--- config.mk ---
export PLATFORM = sky130hd
export DESIGN_NAME = job_slot_queue_engine
export DESIGN_NICKNAME = d
export VERILOG_FILES = /design/src/jsq_pkg.sv /design/src/job_slot_queue_engine.sv /design/src/jsq_ram.sv /design/src/jsq_ctrl.sv /design/src/jsq_datapath.sv
export SDC_FILE = /design/constraint.sdc
export NUM_CORES = 2
export LEC_CHECK = 0
export BUFFER_PORTS_ARGS = -buffer_cell sky130_fd_sc_hd__clkbuf_2
export CAP_MARGIN = 20
export CELL_PAD_IN_SITES_DETAIL_PLACEMENT = 0
export CELL_PAD_IN_SITES_GLOBAL_PLACEMENT = 1
export CORE_MARGIN = 10
export CORE_UTILIZATION = 49
export DETAILED_ROUTE_END_ITERATION = 10
export GPL_TIMING_DRIVEN = 0
export HOLD_SLACK_MARGIN = 0.08
export PLACE_DENSITY_LB_ADDON = 0.1
export REMOVE_ABC_BUFFERS = 1
export SYNTH_ARGS = -nofsm -noshare
export SYNTH_HDL_FRONTEND = slang
export SYNTH_SLANG_ARGS = --single-unit
--- constraint.sdc ---
create_clock -name clk -period 4.3 [get_ports clk]
set_input_delay 0.645 -clock clk [delete_from_list [all_inputs] [get_ports clk]]
set_output_delay 0.645 -clock clk [all_outputs]
set_load 0.02 [all_outputs]
--- src/jsq_pkg.sv ---
// Shared types and constants for the job slot queue engine.
// Used by every module under src except jsq_ram; depends on nothing.
`default_nettype none

package jsq_pkg;

  // Table geometry
  localparam int SLOT_COUNT = 64;
  localparam int KEY_BITS   = 32;
  localparam int IDX_W      = $clog2(SLOT_COUNT);
  localparam int SLOT_W     = 6;
  localparam int COUNT_W    = 7;
  localparam int FMT_W      = 8;
  localparam int SRC_W      = 32;
  localparam int KEY_W      = (KEY_BITS < SRC_W) ? KEY_BITS : SRC_W;
  localparam int ENTRY_W    = KEY_W + FMT_W;

  // Link entry: top bit set means no successor
  localparam int LINK_W = IDX_W + 1;
  localparam logic [LINK_W-1:0] LINK_NONE = LINK_W'(1) << IDX_W;

  typedef enum logic [1:0] {
    OP_ADD    = 2'd0,
    OP_TAKE   = 2'd1,
    OP_FINISH = 2'd2,
    OP_LOOKUP = 2'd3
  } op_t;

  typedef enum logic [1:0] {
    ST_DONE  = 2'd0,
    ST_FULL  = 2'd1,
    ST_EMPTY = 2'd2
  } status_t;

  typedef enum logic [3:0] {
    S_IDLE,
    S_DISPATCH,
    S_ADD_SCAN,
    S_ADD_WRITE,
    S_TAKE_WAIT,
    S_LOOK_SCAN,
    S_LOOK_LAST,
    S_RESULT
  } state_t;

  // Commands from controller to datapath
  typedef struct packed {
    logic    load_input;
    logic    step_idx;
    logic    tail_link;
    logic    add_write;
    logic    take_commit;
    logic    finish_clear;
    logic    look_read;
    logic    set_status;
    status_t status_val;
    logic    out_load;
  } cmd_t;

  // Status from datapath to controller
  typedef struct packed {
    op_t  op;
    logic free_none;
    logic free_hit;
    logic wait_empty;
    logic idx_last;
    logic out_free;
  } stat_t;

endpackage

`default_nettype wire

--- src/job_slot_queue_engine.sv ---
// Job slot queue engine: a 64-slot job table with a linked FIFO of waiting
// slots, a bitmap of working slots and a key lookup over all occupied slots.
// One item is handled at a time. After acceptance an item passes through
// decode, then: finish and rejected add or take go straight to the result;
// take reads the head's link RAM entry before it answers; add steps a slot
// counter to the lowest free slot, one slot per cycle, so its time depends on
// where that slot lies; lookup reads the key RAM once per slot through its
// single read port. The next item is accepted after the result is registered,
// while that result may still wait for the receiver. No clearing pass follows
// reset.
`default_nettype none

module job_slot_queue_engine import jsq_pkg::*; (
  input  wire logic                clk,
  input  wire logic                rst,
  input  wire logic                in_valid,
  output logic                     in_stall,
  input  wire logic [1:0]          operation,
  input  wire logic [SRC_W-1:0]    source_key,
  input  wire logic [FMT_W-1:0]    output_format,
  input  wire logic [SLOT_W-1:0]   slot,
  output logic                     out_valid,
  input  wire logic                out_stall,
  output logic [1:0]               status,
  output logic [SLOT_W-1:0]        slot_index,
  output logic [COUNT_W-1:0]       match_count,
  output logic                     duplicate,
  output logic [COUNT_W-1:0]       waiting_count,
  output logic                     overlap_error
);

  cmd_t  cmd;
  stat_t stat;

  // Sequencer
  jsq_ctrl u_ctrl (
    .clk      (clk),
    .rst      (rst),
    .in_valid (in_valid),
    .in_stall (in_stall),
    .stat     (stat),
    .cmd      (cmd)
  );

  // Table storage and result register
  jsq_datapath u_datapath (
    .clk           (clk),
    .rst           (rst),
    .cmd           (cmd),
    .stat          (stat),
    .operation     (operation),
    .source_key    (source_key),
    .output_format (output_format),
    .slot          (slot),
    .out_valid     (out_valid),
    .out_stall     (out_stall),
    .status        (status),
    .slot_index    (slot_index),
    .match_count   (match_count),
    .duplicate     (duplicate),
    .waiting_count (waiting_count),
    .overlap_error (overlap_error)
  );

endmodule

`default_nettype wire

--- src/jsq_ram.sv ---
// Generic single-write, single-read RAM with registered read data.
// Standalone; no package needed.
`default_nettype none

module jsq_ram #(
  parameter int WIDTH = 8,
  parameter int DEPTH = 64
) (
  input  wire logic                     clk,
  input  wire logic                     wr_en,
  input  wire logic [$clog2(DEPTH)-1:0] wr_addr,
  input  wire logic [WIDTH-1:0]         wr_data,
  input  wire logic [$clog2(DEPTH)-1:0] rd_addr,
  output logic      [WIDTH-1:0]         rd_data
);

  logic [WIDTH-1:0] mem [DEPTH];

  // Write port and registered read port
  always_ff @(posedge clk) begin
    if (wr_en) begin
      mem[wr_addr] <= wr_data;
    end
    rd_data <= mem[rd_addr];
  end

endmodule

`default_nettype wire

--- src/jsq_ctrl.sv ---
// Controller state machine for the job slot queue engine.
// Depends on jsq_pkg; drives the datapath through cmd_t, reads stat_t.
`default_nettype none

module jsq_ctrl import jsq_pkg::*; (
  input  wire logic  clk,
  input  wire logic  rst,
  input  wire logic  in_valid,
  output logic       in_stall,
  input  wire stat_t stat,
  output cmd_t       cmd
);

  state_t state, state_next;

  // State register
  always_ff @(posedge clk) begin
    if (rst) begin
      state <= S_IDLE;
    end else begin
      state <= state_next;
    end
  end

  // Next state and commands
  always_comb begin
    state_next     = state;
    cmd            = '0;
    cmd.status_val = ST_DONE;
    in_stall       = 1'b1;
    unique case (state)
      S_IDLE: begin
        in_stall = 1'b0;
        if (in_valid) begin
          cmd.load_input = 1'b1;
          state_next     = S_DISPATCH;
        end
      end
      S_DISPATCH: begin
        unique case (stat.op)
          OP_ADD: begin
            if (stat.free_none) begin
              cmd.set_status = 1'b1;
              cmd.status_val = ST_FULL;
              state_next     = S_RESULT;
            end else begin
              state_next = S_ADD_SCAN;
            end
          end
          OP_TAKE: begin
            if (stat.wait_empty) begin
              cmd.set_status = 1'b1;
              cmd.status_val = ST_EMPTY;
              state_next     = S_RESULT;
            end else begin
              state_next = S_TAKE_WAIT;
            end
          end
          OP_FINISH: begin
            cmd.finish_clear = 1'b1;
            state_next       = S_RESULT;
          end
          OP_LOOKUP: begin
            state_next = S_LOOK_SCAN;
          end
          default: state_next = S_RESULT;
        endcase
      end
      S_ADD_SCAN: begin
        // hold the index on the first free slot, link it behind the tail if any slot waits
        if (stat.free_hit) begin
          cmd.tail_link = !stat.wait_empty;
          state_next    = S_ADD_WRITE;
        end else begin
          cmd.step_idx = 1'b1;
        end
      end
      S_ADD_WRITE: begin
        cmd.add_write = 1'b1;
        state_next    = S_RESULT;
      end
      S_TAKE_WAIT: begin
        cmd.take_commit = 1'b1;
        state_next      = S_RESULT;
      end
      S_LOOK_SCAN: begin
        cmd.look_read = 1'b1;
        cmd.step_idx  = 1'b1;
        if (stat.idx_last) begin
          state_next = S_LOOK_LAST;
        end
      end
      S_LOOK_LAST: begin
        // last compare completes this cycle
        state_next = S_RESULT;
      end
      S_RESULT: begin
        if (stat.out_free) begin
          cmd.out_load = 1'b1;
          state_next   = S_IDLE;
        end
      end
      default: state_next = S_IDLE;
    endcase
  end

endmodule

`default_nettype wire

--- src/jsq_datapath.sv ---
// Datapath: slot bitmaps, queue pointers, key and link RAMs, result register.
// Depends on jsq_pkg and jsq_ram; steered by jsq_ctrl through cmd_t.
`default_nettype none

module jsq_datapath import jsq_pkg::*; (
  input  wire logic                clk,
  input  wire logic                rst,
  input  wire cmd_t                cmd,
  output stat_t                    stat,
  input  wire logic [1:0]          operation,
  input  wire logic [SRC_W-1:0]    source_key,
  input  wire logic [FMT_W-1:0]    output_format,
  input  wire logic [SLOT_W-1:0]   slot,
  output logic                     out_valid,
  input  wire logic                out_stall,
  output logic [1:0]               status,
  output logic [SLOT_W-1:0]        slot_index,
  output logic [COUNT_W-1:0]       match_count,
  output logic                     duplicate,
  output logic [COUNT_W-1:0]       waiting_count,
  output logic                     overlap_error
);

  // Control state
  logic [SLOT_COUNT-1:0] waiting_map, waiting_map_next;
  logic [SLOT_COUNT-1:0] working_map, working_map_next;
  logic [IDX_W-1:0]      head_slot, tail_slot;
  logic [COUNT_W-1:0]    wcount;
  logic                  cmp_pending;

  // Per-item payload
  op_t                   op;
  logic [KEY_W-1:0]      key;
  logic [FMT_W-1:0]      fmt;
  logic [SLOT_W-1:0]     sel;
  logic [IDX_W-1:0]      idx;
  logic [IDX_W-1:0]      cmp_slot;
  status_t               res_status;
  logic [SLOT_W-1:0]     res_index;
  logic [COUNT_W-1:0]    mcount;

  // RAM ports
  logic [ENTRY_W-1:0]    entry_rd;
  logic                  link_wr_en;
  logic [IDX_W-1:0]      link_wr_addr;
  logic [LINK_W-1:0]     link_wr_data;
  logic [LINK_W-1:0]     link_rd;

  logic [SLOT_COUNT-1:0] free_map, used_map;
  logic                  sel_in_range;
  logic [IDX_W-1:0]      sel_idx;
  logic                  hit;

  assign free_map     = ~(waiting_map | working_map);
  assign used_map     = waiting_map | working_map;
  assign sel_in_range = {1'b0, sel} < COUNT_W'(SLOT_COUNT);
  assign sel_idx      = sel[IDX_W-1:0];

  // Key and format store, read by the lookup scan
  jsq_ram #(.WIDTH(ENTRY_W), .DEPTH(SLOT_COUNT)) u_entry_ram (
    .clk     (clk),
    .wr_en   (cmd.add_write),
    .wr_addr (idx),
    .wr_data ({key, fmt}),
    .rd_addr (idx),
    .rd_data (entry_rd)
  );

  // Successor links; the head's entry is read for a take
  always_comb begin
    link_wr_en   = cmd.tail_link | cmd.add_write;
    link_wr_addr = cmd.tail_link ? tail_slot : idx;
    link_wr_data = cmd.tail_link ? {1'b0, idx} : LINK_NONE;
  end

  jsq_ram #(.WIDTH(LINK_W), .DEPTH(SLOT_COUNT)) u_link_ram (
    .clk     (clk),
    .wr_en   (link_wr_en),
    .wr_addr (link_wr_addr),
    .wr_data (link_wr_data),
    .rd_addr (head_slot),
    .rd_data (link_rd)
  );

  // Compare the entry read on the previous cycle
  assign hit = cmp_pending && used_map[cmp_slot] && (entry_rd == {key, fmt});

  // Bitmap updates
  always_comb begin
    waiting_map_next = waiting_map;
    working_map_next = working_map;
    if (cmd.add_write) begin
      waiting_map_next[idx] = 1'b1;
    end
    if (cmd.take_commit) begin
      waiting_map_next[head_slot] = 1'b0;
      working_map_next[head_slot] = 1'b1;
    end
    if (cmd.finish_clear && sel_in_range) begin
      working_map_next[sel_idx] = 1'b0;
    end
  end

  // Control registers
  always_ff @(posedge clk) begin
    if (rst) begin
      waiting_map <= '0;
      working_map <= '0;
      head_slot   <= '0;
      tail_slot   <= '0;
      wcount      <= '0;
      cmp_pending <= 1'b0;
      out_valid   <= 1'b0;
    end else begin
      waiting_map <= waiting_map_next;
      working_map <= working_map_next;
      cmp_pending <= cmd.look_read;
      if (cmd.add_write) begin
        tail_slot <= idx;
        if (waiting_map == '0) begin
          head_slot <= idx;
        end
      end
      if (cmd.take_commit && !link_rd[IDX_W]) begin
        head_slot <= link_rd[IDX_W-1:0];
      end
      // count waiting slots alongside the bitmap
      if (cmd.add_write) begin
        wcount <= wcount + COUNT_W'(1);
      end else if (cmd.take_commit) begin
        wcount <= wcount - COUNT_W'(1);
      end
      if (cmd.out_load) begin
        out_valid <= 1'b1;
      end else if (!out_stall) begin
        out_valid <= 1'b0;
      end
    end
  end

  // Item payload and scan registers
  always_ff @(posedge clk) begin
    if (cmd.load_input) begin
      op         <= op_t'(operation);
      key        <= source_key[KEY_W-1:0];
      fmt        <= output_format;
      sel        <= slot;
      idx        <= '0;
      res_status <= ST_DONE;
      res_index  <= '0;
      mcount     <= '0;
    end else begin
      if (cmd.step_idx) begin
        idx <= idx + IDX_W'(1);
      end
      if (cmd.set_status) begin
        res_status <= cmd.status_val;
      end
      if (cmd.add_write) begin
        res_index <= SLOT_W'(idx);
      end
      if (cmd.take_commit) begin
        res_index <= SLOT_W'(head_slot);
      end
      if (cmd.finish_clear) begin
        res_index <= sel;
      end
      if (hit) begin
        res_index <= SLOT_W'(cmp_slot);
        mcount    <= mcount + COUNT_W'(1);
      end
    end
    cmp_slot <= idx;
  end

  // Result register, held while stalled
  always_ff @(posedge clk) begin
    if (cmd.out_load) begin
      status        <= res_status;
      slot_index    <= res_index;
      match_count   <= mcount;
      duplicate     <= mcount > COUNT_W'(1);
      waiting_count <= wcount;
      overlap_error <= |(waiting_map & working_map);
    end
  end

  // Status to the controller
  always_comb begin
    stat.op         = op;
    stat.free_none  = (free_map == '0);
    stat.free_hit   = free_map[idx];
    stat.wait_empty = (waiting_map == '0);
    stat.idx_last   = (idx == IDX_W'(SLOT_COUNT - 1));
    stat.out_free   = !out_valid || !out_stall;
  end

endmodule

`default_nettype wire
==> flow_summary.yaml <==
global_routing:
  grt_pass1_vias: 71060
  grt_overflow: 0
  antenna_found_initial: 6
  grt_max_degree: 139
  grt_first_pass_wirelength_um: 560800
  grt_use_total: 0.2957
sta:
  hold_violations: 0
  timing.hold.ws_ps: 145.5
  rsz0062_at_grt: "true"
  worst_slack_ps: -12.38
  slew_headroom: 0.1662
  worst_pin_slew_ps: 1239
  setup_tns_ps: -46.90
  fin_skew_ps: 52.24
  period_needed_ps: 4312
  setup_viol: 6
  drv_slew: 0
  fmax_mhz: 231.9
  post-route-period-util: 1.003
drt:
  vias_per_cell: 6.739
  drt_first_pass_iters: 6
  drt_iter0_drc: 10700
  detail_route.wl_per_cell_um: 36.92
  drc: 0
  antenna_left: 0
  vias: 74000
  wl_um: 405400
status:
  violations: "negative setup slack"
  outcome: "complete, but fails checks"
worst_setup_path:
  r2r-start: "u_datapath.idx[5]$_SDFFE_PP0P_"
  reg2regPathDepth: 13
  path_class: "register to register"
  crit_path_top_delay_cell: "mux2i_2"
  crit_chain: "clkinv_4 -> nor2_4 -> buf_12 -> buf_4 -> nand2_4 -> buf_16 -> a21oi_1 -> nor4_4 -> nand3_4 -> buf_16 -> mux2i_2 -> nor3_2 -> buf_4"
  regToRegEndpoint: "u_datapath.u_link_ram.mem[46][6]$_DFFE_PP_"
  startpoint: "u_datapath.idx[5]$_SDFFE_PP0P_"
  cp-end-kind: "register"
  critPathMaxFanout: 43
  critPathArrivalTime_ps: 5010
  worstSetupStartpointType: "register"
  crit_required_ps: 5000
  max_stage_delay_ps: 830
  rrSetupSlack_ps: -10
hold_path:
  hold_class: "input pin to register"
  timing.hold.worst_path_depth: 4
  min_from: "in_valid"
  hold_end: "u_ctrl.state[1]$_SDFFE_PP0P_"
logic_synthesis:
  synth-simple-area-share: 0.03221
  synthTopCellsByCount: "edfxtp_1 (3080), a22oi_1 (1100), clkbuf_1 (378), nor2_1 (274)"
  ys_ff_latch: 3306
  synth-xor-area-share: 0.003195
  ys.flop_type: "edfxtp_1"
  synthTopCellsByArea: "edfxtp_1 (77%), a22oi_1 (6.8%), dfxtp_1 (3.8%), a221oi_1 (1.6%), a22o_1 (1.6%)"
  synthArstFlopShare: 0
  avgSynthCellArea_um2: 17.52
  synth_area_um2: 120600
  yosys.cell_types.count: 68
  synth_edf_count: 3080
  ys_warn_count: 0
  synth_compound_area_frac: 0.1378
  yosysTopAreaCell: "edfxtp_1"
  synthAdderAreaFrac: 0.0009958
  synth_seq_area_share: 0.8043
  synth_cells: 6883
  synth_top_family_by_area: "compound AO/OA/AOI/OAI gates"
  synthMostInstantiatedCell: "edfxtp_1"
  synth.mux.area_fraction: 0.005819
  synth_top_area_share: 0.7668
clocking:
  clock-sinks: 3306
  path_clk_slew_ps: 60
  clock-root-buffer: "clkbuf_16"
  cts-buffers-inserted: 352
  cts_tree: "built"
  cts.path.max_buffers: 4
  clock_latency_ps: 980
  cts.htree.levels: 5
placed_design:
  portBuffers: 77
  hpwl_um: 258000
  placed_area_um2: 133700
  pre_cts_ws_ps: -2528
  place_inst: 10230
  gp_congestion: 0.9324
power:
  powerDensity_nw_per_um2: 540.6
  p_leak_nw: 44.67
  vdd_drop_max_mv: 0.3675
  finalPower_mw: 79.31
die:
  fp.dieArea_um2: 266400
  coreArea_um2: 245500
  initial_utilization: 0.4914
  fp-row-count: 182
  die_w_um: 516.2
  fp.dieH_um: 516.2
  ios: 78
final_layout:
  final_cells: 10980
  area_growth_pct: 21.63
  design_area_um2: 146700
  drive_gt1_frac: 0.1810
  final_util: 0.5976
  nets: 7551
run:
  drv_cap: 0
-- sequential cells by signal, summed over array words and instances (netlist names), 7 cells and up --
register                        count
u_datapath.waiting_map             64
u_datapath.u_link_ram.rd_data       7
u_datapath.u_link_ram.mem         448
u_datapath.u_entry_ram.mem       2560
u_datapath.match_count              7
u_datapath.waiting_count            7
u_datapath.key                     32
u_datapath.u_entry_ram.rd_data     40
u_datapath.wcount                   7
u_datapath.mcount                   7
u_datapath.working_map             64
u_datapath.fmt                      8
-- what timing repair did --
| item | 4_1_cts | 5_1_grt |
|---|---|---|
| endpoints found under the setup margin | 1482 | 315 |
| pin swaps | 14 | 12 |
| hold endpoints to repair | 62 | 0 |
| buffers inserted | 38 | 28 |
| hold buffers | 50 | 0 |
| cloned | 3 | 2 |
| gates resized for setup | 74 | 27 |
-- final cells by class --
type / count / area (um^2)
tap: 3220 / 4029
clock inverter: 162 / 1589
clock buffer: 460 / 9646
inverter: 18 / 85.08
fill: 17800 / 98770
multi-input combinational: 3094 / 23380
timing repair buffer: 718 / 10940
sequential: 3306 / 97030
antenna: 3 / 7.507
-- worst max-delay path by stage --
stage	slack [ps]	cells past startpoint	to
final	-10	13	u_datapath.u_link_ram.mem[46][6]$_DFFE_PP_
after global routing	-50	13	u_datapath.u_link_ram.mem[40][2]$_DFFE_PP_
after CTS	4	9	u_datapath.mcount[5]$_SDFFE_PP0P_
after detailed placement	-2530	10	u_datapath.u_link_ram.mem[13][1]$_DFFE_PP_
after global placement	-53100	4	u_datapath.u_entry_ram.mem[26][24]$_DFFE_PP_
after floorplan	-18550	4	u_datapath.u_entry_ram.mem[34][0]$_DFFE_PP_
-- power by group --
group,internal (mW),total [mW],switching [mW]
clock network,17.6,29.7,12.2
logic,4.44,11.4,6.97
registers,37.3,38.2,0.865
total,59.3,79.3,20.0
-- layer usage --
metal / part of all wire / track usage / vias to the layer above
met1: 0.40 / 0.4225 / 38510
met5: 0 / 0 / -
li1: - / - / 30360
met4: 0.042 / 0.1130 / 0
met2: 0.46 / 0.4513 / 4319
met3: 0.10 / 0.05898 / 809
-- critical path: cells and delay by family, from the launching register on --
family | cells | cell delay (ps)
buffers and inverters | 6 | 1370
AOI/OAI and AO/OA | 1 | 260
DFF | 1 | 590
and+or+nand+nor | 5 | 940
muxes | 1 | 830
-- cells in the final DEF (no fill, tap or decap), types with 54 or more instances in the layout --
master | Yosys | final
a211oi_1 | 137 | 137
a21oi_1 | 192 | 191
a221oi_1 | 226 | 226
a22o_1 | 226 | 226
a22oi_1 | 1100 | 1100
a31oi_1 | 198 | 198
a41oi_1 | 61 | 61
buf_12 | 0 | 218
buf_16 | 0 | 113
buf_4 | 2 | 108
buf_6 | 5 | 118
clkbuf_1 | 378 | 75
clkbuf_16 | 0 | 362
clkbuf_2 | 0 | 76
clkinv_1 | 3 | 62
dfxtp_1 | 226 | 220
edfxtp_1 | 3080 | 3080
nand2_1 | 68 | 62
nand3_1 | 56 | 54
nand4_1 | 134 | 134
nor2_1 | 274 | 191
nor2_4 | 0 | 81
nor4_1 | 114 | 78
-- logic make-up after synthesis --
| family | count (synthesis) |
|---|---|
| buffers and inverters | 487 |
| AO/OA/AOI/OAI | 2229 |
| adder cells (fa/ha/maj) | 9 |
| AND/OR/NAND/NOR | 765 |
| multiplexers | 43 |
| XOR/XNOR | 44 |
| flip-flops | 3306 |
Power figures use the tool's default switching activity.
